## src/hdl/rlx_pkg.sv

```systemverilog
`default_nettype none
package rlx_pkg;

   localparam int unsigned SIZE_WIDTH = 24;
   localparam int unsigned FIXED_SKIP = 16;
   localparam int unsigned SKIP_WIDTH = 20;
   localparam int unsigned COUNT_WIDTH = 16;
   localparam int unsigned ID_WIDTH = 64;

   localparam logic REQ_START = 1'b0;
   localparam logic REQ_BYTE = 1'b1;

   typedef enum logic [3:0] {
      PH_IDLE,
      PH_STR_LO,
      PH_STR_HI,
      PH_STR_SKIP,
      PH_FIXED,
      PH_SKC_LO,
      PH_SKC_HI,
      PH_SKIP_IDS,
      PH_LST_LO,
      PH_LST_HI,
      PH_LST_IDS
   } rlx_phase_type;

   typedef struct packed {
      logic        req_type;
      logic        record_present;
      logic [23:0] record_size;
      logic [7:0]  data_byte;
   } rlx_req_type;

   typedef struct packed {
      logic [63:0] item_id;
      logic        id_valid;
      logic        done_res;
      logic        found;
   } rlx_rsp_type;

endpackage
`default_nettype wire

```

## src/hdl/rlx_parse.sv

```systemverilog
`default_nettype none
module rlx_parse (
   input  wire                 clock,
   input  wire                 reset,
   input  wire                 step,
   input  wire rlx_pkg::rlx_req_type req,
   output logic                has_rsp,
   output rlx_pkg::rlx_rsp_type rsp
);
   import rlx_pkg::*;

   rlx_phase_type          phase_ff, phase_in;
   logic [SIZE_WIDTH-1:0]  bytes_left_ff, bytes_left_in;
   logic [SKIP_WIDTH-1:0]  skip_count_ff, skip_count_in;
   logic [7:0]             low_byte_ff, low_byte_in;
   logic [COUNT_WIDTH-1:0] ids_left_ff, ids_left_in;
   logic [ID_WIDTH-1:0]    id_accum_ff, id_accum_in;
   logic [2:0]             byte_index_ff, byte_index_in;

   always_ff @(posedge clock) begin
      if (reset) begin
         phase_ff      <= PH_IDLE;
         bytes_left_ff <= '0;
         skip_count_ff <= '0;
         low_byte_ff   <= '0;
         ids_left_ff   <= '0;
         id_accum_ff   <= '0;
         byte_index_ff <= '0;
      end else begin
         phase_ff      <= phase_in;
         bytes_left_ff <= bytes_left_in;
         skip_count_ff <= skip_count_in;
         low_byte_ff   <= low_byte_in;
         ids_left_ff   <= ids_left_in;
         id_accum_ff   <= id_accum_in;
         byte_index_ff <= byte_index_in;
      end
   end

   always_comb begin
      logic [SIZE_WIDTH-1:0]  bl;
      logic [SIZE_WIDTH-1:0]  word_ext;
      logic [SKIP_WIDTH-1:0]  sc;
      logic [COUNT_WIDTH-1:0] word;
      logic [COUNT_WIDTH-1:0] ids_dec;
      logic fail, ok, go_fixed, go_skc, go_lst;

      phase_in      = phase_ff;
      bytes_left_in = bytes_left_ff;
      skip_count_in = skip_count_ff;
      low_byte_in   = low_byte_ff;
      ids_left_in   = ids_left_ff;
      id_accum_in   = id_accum_ff;
      byte_index_in = byte_index_ff;
      has_rsp       = 1'b0;
      rsp           = '0;
      fail          = 1'b0;
      ok            = 1'b0;
      go_fixed      = 1'b0;
      go_skc        = 1'b0;
      go_lst        = 1'b0;

      bl       = bytes_left_ff - SIZE_WIDTH'(bytes_left_ff != '0);
      word     = {req.data_byte, low_byte_ff};
      word_ext = SIZE_WIDTH'(word);
      sc       = skip_count_ff - SKIP_WIDTH'(skip_count_ff != '0);
      ids_dec  = ids_left_ff - COUNT_WIDTH'(ids_left_ff != '0);

      if (step) begin
         if (req.req_type == REQ_START) begin
            if (!req.record_present) begin
               fail = 1'b1;
            end else begin
               bytes_left_in = req.record_size[SIZE_WIDTH-1:0];
               skip_count_in = '0;
               low_byte_in   = '0;
               ids_left_in   = '0;
               id_accum_in   = '0;
               byte_index_in = '0;
               if (req.record_size[SIZE_WIDTH-1:0] < SIZE_WIDTH'(2)) begin
                  fail = 1'b1;
               end else begin
                  phase_in = PH_STR_LO;
               end
            end
         end else if (phase_ff != PH_IDLE) begin
            bytes_left_in = bl;
            unique case (phase_ff)
               PH_STR_LO, PH_SKC_LO, PH_LST_LO: begin
                  low_byte_in = req.data_byte;
                  phase_in    = rlx_phase_type'(phase_ff + 4'd1);
               end
               PH_STR_HI: begin
                  if (word_ext > bl) begin
                     fail = 1'b1;
                  end else if (word == '0) begin
                     go_fixed = 1'b1;
                  end else begin
                     skip_count_in = SKIP_WIDTH'(word);
                     phase_in      = PH_STR_SKIP;
                  end
               end
               PH_STR_SKIP: begin
                  skip_count_in = sc;
                  go_fixed      = (sc == '0);
               end
               PH_FIXED: begin
                  skip_count_in = sc;
                  go_skc        = (sc == '0);
               end
               PH_SKIP_IDS: begin
                  skip_count_in = sc;
                  go_lst        = (sc == '0);
               end
               PH_SKC_HI: begin
                  if (word_ext > (bl >> 3)) begin
                     fail = 1'b1;
                  end else if (word == '0) begin
                     go_lst = 1'b1;
                  end else begin
                     skip_count_in = SKIP_WIDTH'({word, 3'b000});
                     phase_in      = PH_SKIP_IDS;
                  end
               end
               PH_LST_HI: begin
                  if (word_ext > (bl >> 3)) begin
                     fail = 1'b1;
                  end else if (word == '0) begin
                     ok = 1'b1;
                  end else begin
                     ids_left_in   = word;
                     id_accum_in   = '0;
                     byte_index_in = '0;
                     phase_in      = PH_LST_IDS;
                  end
               end
               PH_LST_IDS: begin
                  // lanes are cleared per id, so a lane write is the same as an or
                  if (byte_index_ff == 3'd7) begin
                     has_rsp       = 1'b1;
                     rsp.item_id   = {req.data_byte, id_accum_ff[55:0]};
                     rsp.id_valid  = 1'b1;
                     rsp.done_res  = (ids_dec == '0);
                     rsp.found     = (ids_dec == '0);
                     ids_left_in   = ids_dec;
                     id_accum_in   = '0;
                     byte_index_in = '0;
                     if (ids_dec == '0) begin
                        phase_in = PH_IDLE;
                     end
                  end else begin
                     id_accum_in[byte_index_ff*8 +: 8] = req.data_byte;
                     byte_index_in = byte_index_ff + 3'd1;
                  end
               end
               default: begin
               end
            endcase

            if (go_fixed) begin
               if (SIZE_WIDTH'(FIXED_SKIP) > bl) begin
                  fail = 1'b1;
               end else if (FIXED_SKIP == 0) begin
                  go_skc = 1'b1;
               end else begin
                  skip_count_in = SKIP_WIDTH'(FIXED_SKIP);
                  phase_in      = PH_FIXED;
               end
            end
            // a count field needs two bytes left
            if (go_skc) begin
               if (bl < SIZE_WIDTH'(2)) begin
                  fail = 1'b1;
               end else begin
                  phase_in = PH_SKC_LO;
               end
            end
            if (go_lst) begin
               if (bl < SIZE_WIDTH'(2)) begin
                  fail = 1'b1;
               end else begin
                  phase_in = PH_LST_LO;
               end
            end
         end

         if (fail || ok) begin
            phase_in     = PH_IDLE;
            has_rsp      = 1'b1;
            rsp.item_id  = '0;
            rsp.id_valid = 1'b0;
            rsp.done_res = 1'b1;
            rsp.found    = ok;
         end
      end
   end

endmodule
`default_nettype wire

```

## src/hdl/record_id_list_extractor_core.sv

```systemverilog
`default_nettype none
// Pulls the second id list out of a record that streams in one byte per item. A start
// item (req_type 0) opens a record and gives its size; byte items (req_type 1) then
// walk the string length, string, fixed block, first id list and second count, and
// every completed id of the second list comes out as one result item. A record that
// is absent or runs short ends with done_res set and found clear on the item that
// reveals it; the last id carries done_res and found set, and an empty list gives a
// done/found item with no id. The parse state updates in the cycle the item is accepted
// and any result lands in the output register, so an item is taken every cycle as long
// as the output register is empty or being drained.
module record_id_list_extractor_core (
   input  wire                  clock,
   input  wire                  reset,
   input  wire                  req_valid,
   output logic                 req_ready,
   input  wire rlx_pkg::rlx_req_type req_payload,
   output logic                 rsp_valid,
   input  wire                  rsp_ready,
   output rlx_pkg::rlx_rsp_type rsp_payload
);
   import rlx_pkg::*;

   logic        step;
   logic        has_rsp;
   rlx_rsp_type rsp_next;
   logic        rsp_valid_ff, rsp_valid_in;
   rlx_rsp_type rsp_payload_ff;

   assign req_ready = !rsp_valid_ff || rsp_ready;
   assign step      = req_valid && req_ready;

   rlx_parse u_parse (
      .clock   (clock),
      .reset   (reset),
      .step    (step),
      .req     (req_payload),
      .has_rsp (has_rsp),
      .rsp     (rsp_next)
   );

   assign rsp_valid_in = (step && has_rsp) || (rsp_valid_ff && !rsp_ready);

   always_ff @(posedge clock) begin
      if (reset) begin
         rsp_valid_ff <= 1'b0;
      end else begin
         rsp_valid_ff <= rsp_valid_in;
      end
   end

   always_ff @(posedge clock) begin
      if (step && has_rsp) begin
         rsp_payload_ff <= rsp_next;
      end
   end

   assign rsp_valid   = rsp_valid_ff;
   assign rsp_payload = rsp_payload_ff;

   a_id_zero_when_not_valid: assert property (@(posedge clock) disable iff (reset)
      rsp_valid |-> (rsp_payload.id_valid || rsp_payload.item_id == '0))
      else $error("item_id nonzero without id_valid");

   a_found_needs_done: assert property (@(posedge clock) disable iff (reset)
      rsp_valid |-> (!rsp_payload.found || rsp_payload.done_res))
      else $error("found without done_res");

   a_absent_fails: assert property (@(posedge clock) disable iff (reset)
      (step && req_payload.req_type == REQ_START && !req_payload.record_present)
      |=> (rsp_valid && rsp_payload.done_res && !rsp_payload.found
           && !rsp_payload.id_valid))
      else $error("absent record did not report failure");

endmodule
`default_nettype wire

```

## config.mk

```make
export PLATFORM = sky130hd
export DESIGN_NAME = record_id_list_extractor_core
export DESIGN_NICKNAME = d
export VERILOG_FILES = /design/src/hdl/rlx_pkg.sv /design/src/hdl/rlx_parse.sv /design/src/hdl/record_id_list_extractor_core.sv
export SDC_FILE = /design/constraint.sdc
export NUM_CORES = 1
export LEC_CHECK = 0
export ABC_CLOCK_PERIOD_IN_PS = 21100
export BUFFER_PORTS_ARGS = -buffer_cell sky130_fd_sc_hd__buf_2
export CORE_MARGIN = 2
export CORE_UTILIZATION = 49
export DETAILED_ROUTE_END_ITERATION = 7
export GPL_TIMING_DRIVEN = 0
export PLACE_DENSITY = 0.74
export RECOVER_POWER = 50
export SKIP_CTS_REPAIR_TIMING = 1
export SLEW_MARGIN = 20
export SYNTH_ARGS = -nofsm -noshare
export SYNTH_HDL_FRONTEND = slang
export SYNTH_SLANG_ARGS = --single-unit
```

## constraint.sdc

```tcl
create_clock -name clock -period 21.1 [get_ports clock]
set_input_delay 5.275 -clock clock [delete_from_list [all_inputs] [get_ports clock]]
set_output_delay 5.275 -clock clock [all_outputs]
set_load 0.02 [all_outputs]
```

==> flow_metrics.env <==
export IMPL_timing_clock_skew_ps=19.24
export IMPL_finalSetupViolCount=0
export IMPL_floorplan_die_width_um=158.4
export IMPL_hold_path_startpoint="u_parse.id_accum_ff[36]"
export IMPL_maxSlewViolCount=1
export IMPL_drive_gt1_share_pct=7.622
export IMPL_fin_nets=1596
export IMPL_first_global_vias=10370
export IMPL_postSynthCellCount=1382
export IMPL_startpoint_type="primary input"
export IMPL_power_clock_fraction_pct=36.6
export IMPL_dr_pass1_iters=5
export IMPL_layout_cells_non_filler=1841
export IMPL_max_clock_path_buffers=2
export IMPL_commonest_cells_after_routing_fill_and_taps_aside="198 x sky130_fd_sc_hd__nand2_1, 141 x sky130_fd_sc_hd__clkbuf_1, 132 x sky130_fd_sc_hd__dfxtp_1"
export IMPL_pwr_density_cell_nw_per_um2=72.46
export IMPL_cp_end_kind="primary output"
export IMPL_tightest_slew_ps=1490
export IMPL_maxCapViolCount=1
export IMPL_clockRootBuffer="sky130_fd_sc_hd__clkbuf_16"
export IMPL_clock_tree_htree_level_count=4
export IMPL_seq_area_frac_synth_pct=39.84
export IMPL_crit_reg2reg_launch="u_parse.bytes_left_ff[10]"
export IMPL_via_count_of_the_routed_design=11240
export IMPL_critical_path_start="rsp_ready"
export IMPL_cellLeakagePower_nw=4.632
export IMPL_track_usage_pct=28.22
export IMPL_share_seq_of_total_power_pct=42.7
export IMPL_synth_nets=1469
export IMPL_top_level_ports=107
export IMPL_grt_remaining_overflow=0
export IMPL_post_synth_num_cell_types=88
export IMPL_p_switching_uw=321.8
export IMPL_worstPathCellList="buf_2 > nand2b_1 > buf_2"
export IMPL_wire_per_inst_um=19.19
export IMPL_initial_utilization_pct=49.77
export IMPL_violations="capacitance limit, slew limit"
export IMPL_timing_rr_end="u_parse.skip_count_ff[5]"
export IMPL_clock_latency_ps=450
export IMPL_final_period_minus_worst_setup_slack_ps=11060
export IMPL_cp_required_ps=15830
export IMPL_syn2layout_area_growth_pct=13.37
export IMPL_route_detailed_drc=0
export IMPL_most_common_library_cell_in_the_layout_ignoring_fill_and_taps="sky130_fd_sc_hd__nand2_1"
export IMPL_grt_start_max_net_pins=25
export IMPL_worst_hold_path_num_cells=2
export IMPL_antenna_found_initial=1
export IMPL_hold_slack_ps=449.0
export IMPL_mappedNetlistArea_um2=11680
export IMPL_outcome="finished, violations left"
export IMPL_setup_tns_ps=0
export IMPL_gp_congestion=1.013
export IMPL_timing_final_hold_violations=0
export IMPL_share_of_the_cycle_needed_by_the_critical_path_after_routing_pct=52.43
export IMPL_critical_path_top_cell_by_count="sky130_fd_sc_hd__buf_2"
export IMPL_route_detailed_vias_per_inst=6.106
export IMPL_core_rowCount=56
export IMPL_cp_max_fo=4
export IMPL_core_area_um2=23470
export IMPL_n_fill_cell=2169
export IMPL_pwr_share_comb_pct=20.7
export IMPL_post_syn_area_per_cell_um2=8.453
export IMPL_clock_tree_from_tritoncts="done"
export IMPL_wl_mm=35.33
export IMPL_dpl_hpwl_mm=25.83
export IMPL_cp_arrival_ps=5790
export IMPL_ir_drop_mv=0.04906
export IMPL_placed_cells=1809
export IMPL_timing_fmax_ghz=0.09040
export IMPL_timing_reg2reg_setup_slack_ps=13690
export IMPL_synth_edff_count=67
export IMPL_grt_first_pass_wirelength_mm=55.26
export IMPL_hold_path_class="reg2reg"
export IMPL_length_in_cells_of_the_worst_reg_to_reg_path=21
export IMPL_number_of_buffer_cells_added_on_primary_ports=105
export IMPL_yosys_warnings=0
export IMPL_slowest_delay_ps=220
export IMPL_cts_buffers_inserted=17
export IMPL_antenna_cells=0
export IMPL_fp_dieH_um=158.4
export IMPL_rsz0062_at_grt="no"
export IMPL_drt_initial_drc_count=1079
export IMPL_power_switching_share_pct=33.53
export IMPL_ys_async_sr_fraction_pct=0
export IMPL_ant_nets=0
export IMPL_clk_pin_slew_ps=80
export IMPL_critPathCapture="req_ready"
export IMPL_die_area_um2=25090
export IMPL_critical_path_slowest_cell="sky130_fd_sc_hd__nand2b_1"
export IMPL_ys_flop_type="sky130_fd_sc_hd__dfxtp_1"
export IMPL_critical_setup_path_kind="in2out"
export IMPL_cts_sinks=199
export IMPL_internal_power_uw=637.9
export IMPL_headroom_to_the_max_slew_limit_pct=-0.3836
export IMPL_synth_ff_latch_count=199
==> flip-flops by register name (all words and copies together) (netlist names) <==
signal                 flops
rsp_payload               67
rsp_valid                  1
u_parse.byte_index_ff      3
u_parse.bytes_left_ff     24
u_parse.id_accum_ff       56
u_parse.ids_left_ff       16
u_parse.low_byte_ff        8
u_parse.phase_ff           4
u_parse.skip_count_ff     20
==> worst min path at each step <==
stage,to,slack [ps]
floorplan,u_parse.id_accum_ff[10],420
global placement,u_parse.id_accum_ff[16],430
detailed placement,u_parse.id_accum_ff[16],430
CTS,u_parse.id_accum_ff[36],450
global route,u_parse.id_accum_ff[32],470
finish,u_parse.id_accum_ff[36],450
==> worst max-delay path: cells and delay by family <==
family                 cells  cell delay [ps]
and+or+nand+nor            1              220
buffers and inverters      2              290
==> Yosys cell counts (9+ instances only) <==
| master | instances | area (um2) |
|---|---|---|
| sky130_fd_sc_hd__o211ai_1 | 10 | 75.07 |
| sky130_fd_sc_hd__nand2b_1 | 9 | 56.30 |
| sky130_fd_sc_hd__nand4_1 | 26 | 162.7 |
| sky130_fd_sc_hd__mux2i_1 | 13 | 130.1 |
| sky130_fd_sc_hd__nand3_1 | 53 | 265.3 |
| sky130_fd_sc_hd__o21ai_0 | 88 | 440.4 |
| sky130_fd_sc_hd__or3_1 | 12 | 75.07 |
| sky130_fd_sc_hd__and3_1 | 10 | 62.56 |
| sky130_fd_sc_hd__nor2b_1 | 14 | 87.58 |
| sky130_fd_sc_hd__edfxtp_1 | 67 | 2012 |
| sky130_fd_sc_hd__inv_1 | 17 | 63.81 |
| sky130_fd_sc_hd__a211oi_1 | 25 | 187.7 |
| sky130_fd_sc_hd__ha_1 | 49 | 613.1 |
| sky130_fd_sc_hd__o221ai_1 | 11 | 96.34 |
| sky130_fd_sc_hd__nand2_1 | 198 | 743.2 |
| sky130_fd_sc_hd__a21oi_1 | 98 | 490.5 |
| sky130_fd_sc_hd__nor3_1 | 35 | 175.2 |
| sky130_fd_sc_hd__buf_2 | 12 | 60.06 |
| sky130_fd_sc_hd__a22oi_1 | 15 | 112.6 |
| sky130_fd_sc_hd__xor2_1 | 17 | 148.9 |
| sky130_fd_sc_hd__o21a_1 | 9 | 67.56 |
| sky130_fd_sc_hd__and2_1 | 72 | 450.4 |
| sky130_fd_sc_hd__clkbuf_1 | 65 | 244.0 |
| sky130_fd_sc_hd__dfxtp_1 | 132 | 2643 |
| sky130_fd_sc_hd__o2111ai_1 | 14 | 122.6 |
| sky130_fd_sc_hd__xnor2_1 | 11 | 96.34 |
| sky130_fd_sc_hd__a221oi_1 | 9 | 78.83 |
| sky130_fd_sc_hd__nor2_1 | 102 | 382.9 |
| sky130_fd_sc_hd__nor4_1 | 24 | 150.1 |
==> power groups by stage <==
stage               sequential (mW)  clock [mW]  combinational (mW)
detailed placement            0.419           0               0.195
global route                  0.411       0.367               0.217
floorplan                     0.422           0               0.133
CTS                           0.410       0.353               0.196
global placement              0.419           0               0.191
finish                        0.410       0.351               0.199
==> stage by stage <==
stage	utilization [%]	worst slack (ps)	total power, mW	area [um2]
detailed placement	54.11	10050	0.6135	12700
CTS	56.86	10050	0.9588	13350
global route	56.42	10000	0.9953	13240
finish	56.42	10040	0.9597	13240
global placement	53.71	8135	0.6103	12610
floorplan	-	10030	0.5547	11680
==> cell families (layout without fill, tap and decap cells) <==
kind of cell | count (synthesis) | after routing | share of synthesized area (%)
muxes | 16 | 16 | 1.435
buffers and inverters | 110 | 250 | 3.931
AOI/OAI and AO/OA | 376 | 376 | 21.21
xor gates and xnor gates | 28 | 28 | 2.099
DFF | 199 | 199 | 39.84
and+or+nand+nor | 604 | 604 | 26.24
adders and majority gates | 49 | 49 | 5.248
==> area by class of cell <==
| type | instances | area, um2 | share of cell area (%) |
|---|---|---|---|
| plain buffers | 91 | 370.4 | 2.796 |
| clock buffers | 17 | 425.4 | 3.212 |
| clock inverters | 15 | 220.2 | 1.663 |
| inverters | 19 | 71.32 | 0.5385 |
| multi-input cells | 1073 | 6583 | 49.70 |
| flip-flops and latches | 199 | 4654 | 35.14 |
| well taps | 319 | 399.1 | 3.014 |
| repair buffers | 108 | 520.5 | 3.930 |
==> metal layers <==
metal  track usage, %  vias to the layer above  part of all wire (%)
met1            36.68                     5171                    42
met4            12.96                        2                   4.2
met2            45.94                      584                    45
li1                 -                     5375                     -
met5                0                        -                 0.034
met3            4.927                      109                   8.7
Note: power is estimated with default switching activity, not from simulation.
